## src/hdl/tss_pkg.sv

```systemverilog
package tss_pkg;

   // session states
   localparam logic [2:0] ST_IDLE       = 3'd0;
   localparam logic [2:0] ST_WAIT_DATA  = 3'd1;
   localparam logic [2:0] ST_WAIT_ACK   = 3'd2;
   localparam logic [2:0] ST_WAIT_LAST  = 3'd3;
   localparam logic [2:0] ST_AFTER_OACK = 3'd4;
   localparam logic [2:0] ST_READ_DONE  = 3'd5;
   localparam logic [2:0] ST_WRITE_DONE = 3'd6;
   localparam logic [2:0] ST_ERROR      = 3'd7;

   // packet to send
   localparam logic [1:0] SEND_NONE  = 2'd0;
   localparam logic [1:0] SEND_ACK   = 2'd1;
   localparam logic [1:0] SEND_DATA  = 2'd2;
   localparam logic [1:0] SEND_ERROR = 2'd3;

   // error codes
   localparam logic [1:0] ERR_NONE    = 2'd0;
   localparam logic [1:0] ERR_ILLEGAL = 2'd1;
   localparam logic [1:0] ERR_FULL    = 2'd2;

   // item action
   localparam logic ACT_BEGIN  = 1'b0;
   localparam logic ACT_PACKET = 1'b1;

   // start state codes on begin
   localparam logic [1:0] START_WAIT_DATA  = 2'd0;
   localparam logic [1:0] START_WAIT_ACK   = 2'd1;
   localparam logic [1:0] START_AFTER_OACK = 2'd2;

   // tftp opcodes
   localparam logic [2:0] OP_RRQ   = 3'd1;
   localparam logic [2:0] OP_WRQ   = 3'd2;
   localparam logic [2:0] OP_DATA  = 3'd3;
   localparam logic [2:0] OP_ACK   = 3'd4;
   localparam logic [2:0] OP_ERROR = 3'd5;
   localparam logic [2:0] OP_OACK  = 3'd6;

   localparam logic [15:0] BLOCK_SIZE_RESET = 16'd512;

   typedef struct packed {
      logic        action;
      logic [1:0]  start_state;
      logic [15:0] start_block;
      logic [2:0]  packet_kind;
      logic [15:0] block_number;
      logic [15:0] data_length;
      logic        write_failed;
      logic [15:0] next_read_length;
   } req_item_type;

   typedef struct packed {
      logic [1:0]  send_kind;
      logic [15:0] send_block;
      logic [1:0]  error_kind;
      logic [2:0]  session_state;
      logic        commit_write;
      logic        fetch_next;
      logic        close_stream;
   } rsp_item_type;

   typedef struct packed {
      logic [2:0]  transfer_state;
      logic [15:0] current_block;
   } session_type;

endpackage

```

## src/hdl/tss_decide.sv

```systemverilog
module tss_decide (
   input  tss_pkg::req_item_type item,
   input  tss_pkg::session_type  cur,
   input  logic [15:0]           block_size,
   output tss_pkg::session_type  nxt,
   output tss_pkg::rsp_item_type rsp
);
   import tss_pkg::*;

   logic [15:0] block_inc;
   logic        block_match;

   assign block_inc   = cur.current_block + 16'd1;
   assign block_match = (item.block_number == cur.current_block);

   always_comb begin
      nxt = cur;
      rsp = '0;
      if (item.action == ACT_BEGIN) begin
         nxt.current_block = item.start_block;
         case (item.start_state)
            START_WAIT_DATA:  nxt.transfer_state = ST_WAIT_DATA;
            START_WAIT_ACK:   nxt.transfer_state = ST_WAIT_ACK;
            START_AFTER_OACK: nxt.transfer_state = ST_AFTER_OACK;
            default:          nxt.transfer_state = ST_IDLE;
         endcase
      end else begin
         case (item.packet_kind)
            OP_DATA: begin
               if (!(cur.transfer_state == ST_WAIT_DATA ||
                     cur.transfer_state == ST_AFTER_OACK) ||
                   item.data_length > block_size || !block_match) begin
                  rsp.send_kind      = SEND_ERROR;
                  rsp.error_kind     = ERR_ILLEGAL;
                  nxt.transfer_state = ST_ERROR;
               end else if (item.write_failed) begin
                  rsp.send_kind      = SEND_ERROR;
                  rsp.error_kind     = ERR_FULL;
                  nxt.transfer_state = ST_ERROR;
               end else begin
                  rsp.commit_write = 1'b1;
                  if (item.data_length < block_size) begin
                     rsp.close_stream   = 1'b1;
                     nxt.transfer_state = ST_WRITE_DONE;
                  end else begin
                     nxt.transfer_state = ST_WAIT_DATA;
                  end
                  rsp.send_kind     = SEND_ACK;
                  rsp.send_block    = cur.current_block;
                  nxt.current_block = block_inc;
               end
            end
            OP_ACK: begin
               if ((cur.transfer_state == ST_WAIT_ACK ||
                    cur.transfer_state == ST_AFTER_OACK) && block_match) begin
                  nxt.current_block  = block_inc;
                  rsp.send_kind      = SEND_DATA;
                  rsp.send_block     = block_inc;
                  rsp.fetch_next     = 1'b1;
                  nxt.transfer_state = (item.next_read_length < block_size) ?
                                       ST_WAIT_LAST : ST_WAIT_ACK;
               end else if (cur.transfer_state == ST_WAIT_LAST && block_match) begin
                  rsp.close_stream   = 1'b1;
                  nxt.transfer_state = ST_READ_DONE;
               end else begin
                  rsp.send_kind      = SEND_ERROR;
                  rsp.error_kind     = ERR_ILLEGAL;
                  nxt.transfer_state = ST_ERROR;
               end
            end
            OP_ERROR: nxt.transfer_state = ST_ERROR;
            OP_RRQ, OP_WRQ, OP_OACK: begin
               rsp.send_kind      = SEND_ERROR;
               rsp.error_kind     = ERR_ILLEGAL;
               nxt.transfer_state = ST_ERROR;
            end
            default: ;
         endcase
      end
      rsp.session_state = nxt.transfer_state;
   end

endmodule

```

## src/hdl/tftp_server_transfer_sequencer.sv

```systemverilog
// channel   | valid       | stall       | payload
// ----------+-------------+-------------+----------------------------------------
// request   | req_valid   | req_stall   | req_action .. req_next_read_length
// response  | rsp_valid   | rsp_stall   | rsp_send_kind .. rsp_close_stream
// register  | csr_wr_en   | (none)      | csr_wr_data (block size)
//
// one item per cycle sustained while the response side does not stall; a request
// passes through the input register, decision logic and response register
// the session state and block counter update at the edge the response register
// loads, so the next item in the input register sees them the cycle after
// synchronous active-high reset clears both valid flags, the session to idle,
// the block counter to zero and the block size to 512
// a stalled response holds the input register; req_stall rises only while both
// registers are full and the response side stalls
module tftp_server_transfer_sequencer (
   input  logic        clock,
   input  logic        reset,
   // request channel
   input  logic        req_valid,
   output logic        req_stall,
   input  logic        req_action,
   input  logic [1:0]  req_start_state,
   input  logic [15:0] req_start_block,
   input  logic [2:0]  req_packet_kind,
   input  logic [15:0] req_block_number,
   input  logic [15:0] req_data_length,
   input  logic        req_write_failed,
   input  logic [15:0] req_next_read_length,
   // response channel
   output logic        rsp_valid,
   input  logic        rsp_stall,
   output logic [1:0]  rsp_send_kind,
   output logic [15:0] rsp_send_block,
   output logic [1:0]  rsp_error_kind,
   output logic [2:0]  rsp_session_state,
   output logic        rsp_commit_write,
   output logic        rsp_fetch_next,
   output logic        rsp_close_stream,
   // block size register
   input  logic        csr_wr_en,
   input  logic [15:0] csr_wr_data
);
   import tss_pkg::*;

   // input register
   logic         in_valid_ff;
   req_item_type in_item_ff;
   req_item_type in_item_in;

   // response register
   logic         rsp_valid_ff;
   rsp_item_type rsp_item_ff;
   rsp_item_type rsp_item_in;

   // session state and block size
   session_type  sess_ff;
   session_type  sess_in;
   logic [15:0]  block_size_ff;

   logic         out_free;   // response register can take a new item
   logic         process;    // item in input register decided this cycle

   assign out_free  = !rsp_valid_ff || !rsp_stall;
   assign process   = in_valid_ff && out_free;
   assign req_stall = in_valid_ff && !out_free;

   assign in_item_in = '{
      action:           req_action,
      start_state:      req_start_state,
      start_block:      req_start_block,
      packet_kind:      req_packet_kind,
      block_number:     req_block_number,
      data_length:      req_data_length,
      write_failed:     req_write_failed,
      next_read_length: req_next_read_length
   };

   tss_decide u_decide (
      .item       (in_item_ff),
      .cur        (sess_ff),
      .block_size (block_size_ff),
      .nxt        (sess_in),
      .rsp        (rsp_item_in)
   );

   always_ff @(posedge clock) begin
      if (reset) begin
         in_valid_ff <= 1'b0;
      end else if (!req_stall) begin
         in_valid_ff <= req_valid;
      end
   end

   always_ff @(posedge clock) begin
      if (!req_stall && req_valid) begin
         in_item_ff <= in_item_in;
      end
   end

   always_ff @(posedge clock) begin
      if (reset) begin
         rsp_valid_ff <= 1'b0;
      end else if (out_free) begin
         rsp_valid_ff <= in_valid_ff;
      end
   end

   always_ff @(posedge clock) begin
      if (process) begin
         rsp_item_ff <= rsp_item_in;
      end
   end

   // session advances only with a decided item
   always_ff @(posedge clock) begin
      if (reset) begin
         sess_ff.transfer_state <= ST_IDLE;
         sess_ff.current_block  <= '0;
      end else if (process) begin
         sess_ff <= sess_in;
      end
   end

   always_ff @(posedge clock) begin
      if (reset) begin
         block_size_ff <= BLOCK_SIZE_RESET;
      end else if (csr_wr_en) begin
         block_size_ff <= csr_wr_data;
      end
   end

   assign rsp_valid         = rsp_valid_ff;
   assign rsp_send_kind     = rsp_item_ff.send_kind;
   assign rsp_send_block    = rsp_item_ff.send_block;
   assign rsp_error_kind    = rsp_item_ff.error_kind;
   assign rsp_session_state = rsp_item_ff.session_state;
   assign rsp_commit_write  = rsp_item_ff.commit_write;
   assign rsp_fetch_next    = rsp_item_ff.fetch_next;
   assign rsp_close_stream  = rsp_item_ff.close_stream;

`ifndef SYNTHESIS
   // an error reply always leaves the session in the error state with a cause
   a_error_state: assert property (@(posedge clock) disable iff (reset)
      rsp_valid_ff && rsp_item_ff.send_kind == SEND_ERROR |->
         rsp_item_ff.session_state == ST_ERROR && rsp_item_ff.error_kind != ERR_NONE)
      else $error("error reply without error state or cause");

   // a committed data block is always acknowledged
   a_commit_ack: assert property (@(posedge clock) disable iff (reset)
      rsp_valid_ff && rsp_item_ff.commit_write |-> rsp_item_ff.send_kind == SEND_ACK)
      else $error("commit without ack");

   // fetching a block means a data packet goes out and an ack is awaited
   a_fetch_data: assert property (@(posedge clock) disable iff (reset)
      rsp_valid_ff && rsp_item_ff.fetch_next |->
         rsp_item_ff.send_kind == SEND_DATA &&
         (rsp_item_ff.session_state == ST_WAIT_ACK ||
          rsp_item_ff.session_state == ST_WAIT_LAST))
      else $error("fetch without data send");

   // the session only moves when an item is decided
   a_state_hold: assert property (@(posedge clock) disable iff (reset)
      !process |=> $stable(sess_ff))
      else $error("session changed without an item");
`endif

endmodule
```

## config.mk

```make
export PLATFORM = sky130hd
export DESIGN_NAME = tftp_server_transfer_sequencer
export DESIGN_NICKNAME = d
export VERILOG_FILES = /design/src/hdl/tss_pkg.sv /design/src/hdl/tss_decide.sv /design/src/hdl/tftp_server_transfer_sequencer.sv
export SDC_FILE = /design/constraint.sdc
export NUM_CORES = 1
export LEC_CHECK = 0
export BUFFER_PORTS_ARGS = -buffer_cell sky130_fd_sc_hd__buf_2
export CAP_MARGIN = 20
export CORE_AREA = 2 2 137 139
export CTS_BUF_LIST = sky130_fd_sc_hd__clkbuf_4 sky130_fd_sc_hd__clkbuf_8 sky130_fd_sc_hd__clkbuf_16
export CTS_CLUSTER_DIAMETER = 30
export DETAILED_ROUTE_END_ITERATION = 10
export DIE_AREA = 0 0 139 141
export PLACE_DENSITY = 0.68
export SYNTH_ARGS = -nofsm -noshare
export SYNTH_HDL_FRONTEND = slang
export SYNTH_HIERARCHICAL = 1
export SYNTH_SLANG_ARGS = --single-unit
```

## constraint.sdc

```tcl
create_clock -name clock -period 4.8 [get_ports clock]
set_input_delay 0.48 -clock clock [delete_from_list [all_inputs] [get_ports clock]]
set_output_delay 0.48 -clock clock [all_outputs]
set_load 0.01 [all_outputs]
```

* Yosys cells after proc, flatten, opt, wreduce, memory -nomap -nowiden
Index checks and enable logic that the tools add are counted.
** Storage, ports and cells
- Flip-flop bits (word level) :: 134
- Input bits :: 92
- Output and inout bits :: 28
- Word-level logic and storage cells :: 100
** Operators by class
- $add $sub $neg :: 1
- Order comparisons :: 3
- Equal/unequal tests :: 17
- Multiplexer cells :: 35
- Bitwise logic cells :: 2
- Reduce and logical (&&, ||, !) cells :: 22
** Operators by type and width (count)
- 2-to-1 mux 16 bit :: 6
- one-hot mux 16 bit (2 select lines) :: 2
- less-than comparator 16 bit :: 2
- 2-to-1 mux 19 bit :: 1
- one-hot mux 3 bit (3 select lines) :: 2
- adder 16 x 1 -> 16 bit (second input constant) :: 1
- == test 16 bit :: 1
- greater-than comparator 16 bit :: 1
- 2-to-1 mux 2 bit :: 8
- == test 3 x 2 -> 1 bit (second input constant) :: 4
- == test 3 bit (second input constant) :: 4
- 2-to-1 mux 3 bit :: 4
- one-hot mux 2 bit (3 select lines) :: 2
- 2-to-1 mux 1 bit :: 9
- == test 3 x 1 -> 1 bit (second input constant) :: 2
- zero test 1 bit :: 6
- != test 3 bit (second input constant) :: 2
- OR reduction 3 bit :: 2
- logical AND 1 bit :: 5
- logical OR 1 bit :: 5
- AND reduction 5 bit :: 1
- OR reduction 4 bit :: 1
- != test 3 x 1 -> 1 bit (second input constant) :: 1
- != test 3 x 2 -> 1 bit (second input constant) :: 1
- other kinds (6) :: 7

* Depth between registers and ports, before layout
- Depth after elaboration :: 8
- Gate-level depth with buffers :: 12
- Mapped depth without buffers :: 11

* By module
Netlist, hierarchy kept.
** Modules (own cells, without submodules)
- tftp_server_transfer_sequencer :: times used 1, cells each 241, area each 4458.0 µm², seq. area each 3653.5 µm²
- tss_decide :: times used 1, cells each 432, area each 2680.1 µm², seq. area each 0.0 µm²

* Worst setup path after synthesis
OpenSTA, ideal clock, no wires.
- Path kind :: input -> register
- Start point :: in rsp_stall
- End point :: reg in_item_ff[0] (netlist bit) (enable)
- Setup time :: 0.500 ns
- Arrival time :: 3.620 ns
- Required time :: 4.300 ns
- Slack :: 0.680 ns
- Cell stages on the path :: 3
- Buffers on the path :: 0
- Cells stage by stage :: nand3_1 inv_1 nor2_1
** On the way
- Cells in the longest elaborated chain, start to end :: 6
** RTL lines
- from (decl) :: RTL line tftp_server_transfer_sequencer.sv:31 : input logic rsp_stall,
- zero test 1 bit :: RTL line tftp_server_transfer_sequencer.sv:63 : assign out_free = !rsp_valid_ff || !rsp_stall;
- logical OR 1 bit :: RTL line tftp_server_transfer_sequencer.sv:63
- zero test 1 bit :: RTL line tftp_server_transfer_sequencer.sv:65 : assign req_stall = in_valid_ff && !out_free;
- logical AND 1 bit :: RTL line tftp_server_transfer_sequencer.sv:65
- net req_stall :: RTL line tftp_server_transfer_sequencer.sv:20 : output logic req_stall,
- zero test 1 bit :: RTL line tftp_server_transfer_sequencer.sv:95 : if (!req_stall && req_valid) begin
- logical AND 1 bit :: RTL line tftp_server_transfer_sequencer.sv:95
- to (signal assigned) :: RTL line tftp_server_transfer_sequencer.sv:96 : in_item_ff <= in_item_in;
- to (decl) :: RTL line tftp_server_transfer_sequencer.sv:47 : req_item_type in_item_ff;
The timed path passes the listed nets, and every way through them passes these cells.
A chain may end at the register's enable or synchronous reset.

* Worst setup path after layout
- Start point :: reg sess_ff[8] (netlist bit)
- End point :: reg rsp_item_ff (netlist bit rsp_send_block[11]) (data pin)
** On the way
- Cells in the longest elaborated chain, start to end :: 5
- Elaborated cells on any way between the ends :: 8
- Classes of those cells :: 1 x add/sub; 1 x eq/ne; 3 x mux; 3 x reduce/logical
** RTL lines
- from (decl) :: RTL line tftp_server_transfer_sequencer.sv:56 : session_type sess_ff;
- from (signal assigned) :: RTL line tftp_server_transfer_sequencer.sv:120 : sess_ff <= sess_in;
- branches (longest 4 deep; another with adder 16 x 1 -> 16 bit)
- one-hot mux 16 bit (2 select lines) * :: RTL line tss_decide.sv:28 : case (item.packet_kind)
- to (signal assigned) :: RTL line tftp_server_transfer_sequencer.sv:110 : rsp_item_ff <= rsp_item_in;
- to (decl) :: RTL line tftp_server_transfer_sequencer.sv:52 : rsp_item_type rsp_item_ff;
Every way passes the cells marked *.

==> impl_metrics.toml <==
[run_status]
status = "finished, final reports clean"

[timing]
finalClockSkew_ns = 0.0113
tightest_slew_ns = 0.906
timing_hold_violations_final = 0
setup_slack_ns = 1.52
final-setup-viol-count = 0
finalCritPeriodShare = 0.683
fmax_mhz = 305
rsz0062_at_grt = "no"
fin_crit_ns = 3.28
slew_viol_final = 0
max_slew_margin = 0.396
tns_ns = 0

[clocking]
clk_latency_ns = 0.42
cts_tree = "done"
cts-root-buf = "clkbuf_16"
cts_hold_buf = 0
post_cts_buffers = 0
clockBufferDepth = 2
cts-resized-gates = 0
clkTransAtPathRegs_ns = 0.06
numCtsBuffers = 17
htree_levels = 4
cts_sinks = 134

[critical_path]
crit_required_ns = 4.99
cp-start-kind = "flop"
cp.arrival_ns = 3.47
cp_max_fo = 16
critical_path_class = "reg -> reg"
critPathCaptureType = "flop"

[finish]
final_core_util = 0.462
diodes = 0
layout.cells.non_filler = 1024
layout_common_cells = "buf_2, edfxtp_1, nor2_1, nand2b_1, a21oi_1"
layout-drive-gt1-share = 0.213
layout_commonest_cell = "buf_2"
fin_nets = 907
area_delta_synth_final_pct = 18.3

[placement]
io_buffers = 119
dp.cells = 991
preCtsSetupSlack_ns = 1.35
place.gp.congestion = 0.955
dp_hpwl_um = 11900

[drt]
detailroute.via_count = 5411
drc = 0
top_layer_used = "met4"
wl_met2_um = 7390
ant_nets = 0
finalWirelength_um = 16500
drtPass1Iterations = 5
wl_per_cell_um = 16.1
vias_per_cell = 5.28
met1_length_um = 7430
route.met3.wl_um = 1260
drt_iter0_drc = 426

[synthesis]
yosysTopAreaCellShare = 0.408
yosysSeqAreaShare = 0.512
avgSynthCellArea_um2 = 10.6
synth_cell_types = 54
ys_seq_elements = 134
synth_flop_cell = "edfxtp_1"
yosysTopAreaCell = "edfxtp_1"
syn_nets = 803
synth-edff-count = 97
synth_warnings = 6
syn_inst = 673
synth-async-reset-ratio = 0
syn_area_mm2 = 0.00714
synth.top_cells.by_area = "edfxtp_1, dfxtp_1, ha_1"

[floorplan]
dieArea_mm2 = 0.0196
num_rows = 50
core_area_mm2 = 0.0183
die_width_um = 139
start_util = 0.391
die_h_um = 141
ios = 120

[power_and_ir_drop]
p_leak_nw = 3.21
pwr-share-clk = 0.436
total_power_mw = 2.93
p_int_mw = 2.21
cellPowerDensity_mw_per_mm2 = 347
irDropWorstVdd_v = 0.000233
sw_frac_of_total = 0.243
p_sw_mw = 0.712
power_frac_seq = 0.465
pwr-share-comb = 0.099

[grt]
grt_pass1_vias = 5191
grt_max_degree = 57
overflow = 0
grt_pass1_wl_um = 26800
track_usage = 0.171
antenna_found_initial = 1

[hold_path]
min-delay-path-class = "in -> reg"

[run]
drv_cap = 0
[critical path, stage by stage, from the launching register on]
cell and delay (ns):
dfxtp_1 0.64, xnor2_1 0.18, nand4_1 0.15, nor4_4 0.77, nand2_1 0.19, or4_1 0.66
a311oi_1 0.44
[stage by stage]
stage               area, µm²  hold slack, ns
detailed placement       7850           0.481
finish                   8440           0.226
global placement         7850           0.474
global route             8440           0.209
CTS                      8430           0.210
floorplan                7140           0.445
[worst paths after layout]
kind | depth (start not counted) | end | slack, ns | startpoint
worst max-delay path | 6 | rsp_send_block[11]$_DFFE_PP_ | 1.52 | sess_ff[8]$_SDFFE_PP0P_
worst min-delay path | 1 | in_item_ff[1]$_DFFE_PP_ | 0.23 | req_next_read_length[1]
worst max register to register | 6 | rsp_send_block[11]$_DFFE_PP_ | 1.52 | sess_ff[8]$_SDFFE_PP0P_
worst min register to register | 2 | block_size_ff[1]$_SDFFE_PP0P_ | 0.49 | block_size_ff[1]$_SDFFE_PP0P_
[Yosys cell counts, drive strengths merged, types with 3 or more instances]
cell type / number
nor4: 9
nor2: 50
o21ai: 38
nand3: 21
a31oi: 7
nand2b: 44
a21oi: 43
buf: 19
or2: 3
and3: 8
a21o: 8
ha: 38
o22ai: 8
clkbuf: 24
a311oi: 3
or3: 8
o31ai: 4
inv: 30
o221ai: 3
and2: 5
nor2b: 6
nand2: 39
xnor2: 26
nor3: 10
o31a: 9
mux2i: 35
dfxtp: 37
edfxtp: 97
nand4: 17
[layer usage]
metal | up-vias | track usage
met5 | - | 0
met3 | 36 | 0.0516
met2 | 205 | 0.259
met4 | 0 | 0.0813
met1 | 2504 | 0.226
li1 | 2666 | -
[flip-flops by register name, indices dropped and copies added, names as in the netlist]
name and flops:
rsp_fetch_next 1, sess_ff 19, rsp_send_kind 2, in_valid_ff 1, rsp_send_block 16, rsp_close_stream 1
rsp_session_state 3, rsp_valid 1, in_item_ff 71, rsp_error_kind 2, block_size_ff 16, rsp_commit_write 1
[logic make-up after synthesis]
kind of cell | share of synthesized area
fa+ha+maj | 0.0666
mux | 0.0507
buf+inv | 0.0508
xor+xnor | 0.0319
compound gates | 0.120
simple gates | 0.168
flops | 0.512
[power by group through the flow]
| stage | clock network, mW | logic, mW | registers, mW |
|---|---|---|---|
| finish | 1.28 | 0.291 | 1.36 |
| global route | 1.35 | 0.328 | 1.37 |
| CTS | 1.30 | 0.289 | 1.36 |
| global placement | 0 | 0.281 | 1.38 |
| detailed placement | 0 | 0.287 | 1.38 |
| floorplan | 0 | 0.209 | 1.36 |
[layout make-up]
class	count	area [µm²]
timing repair buffer	128	667
clock buffer	18	433
sequential	134	3650
fill	1716	9820
clock inverter	14	149
inverter	30	113
tap	234	293
multi-input combinational	466	3140
Note: power is estimated with default switching activity, not from simulation.
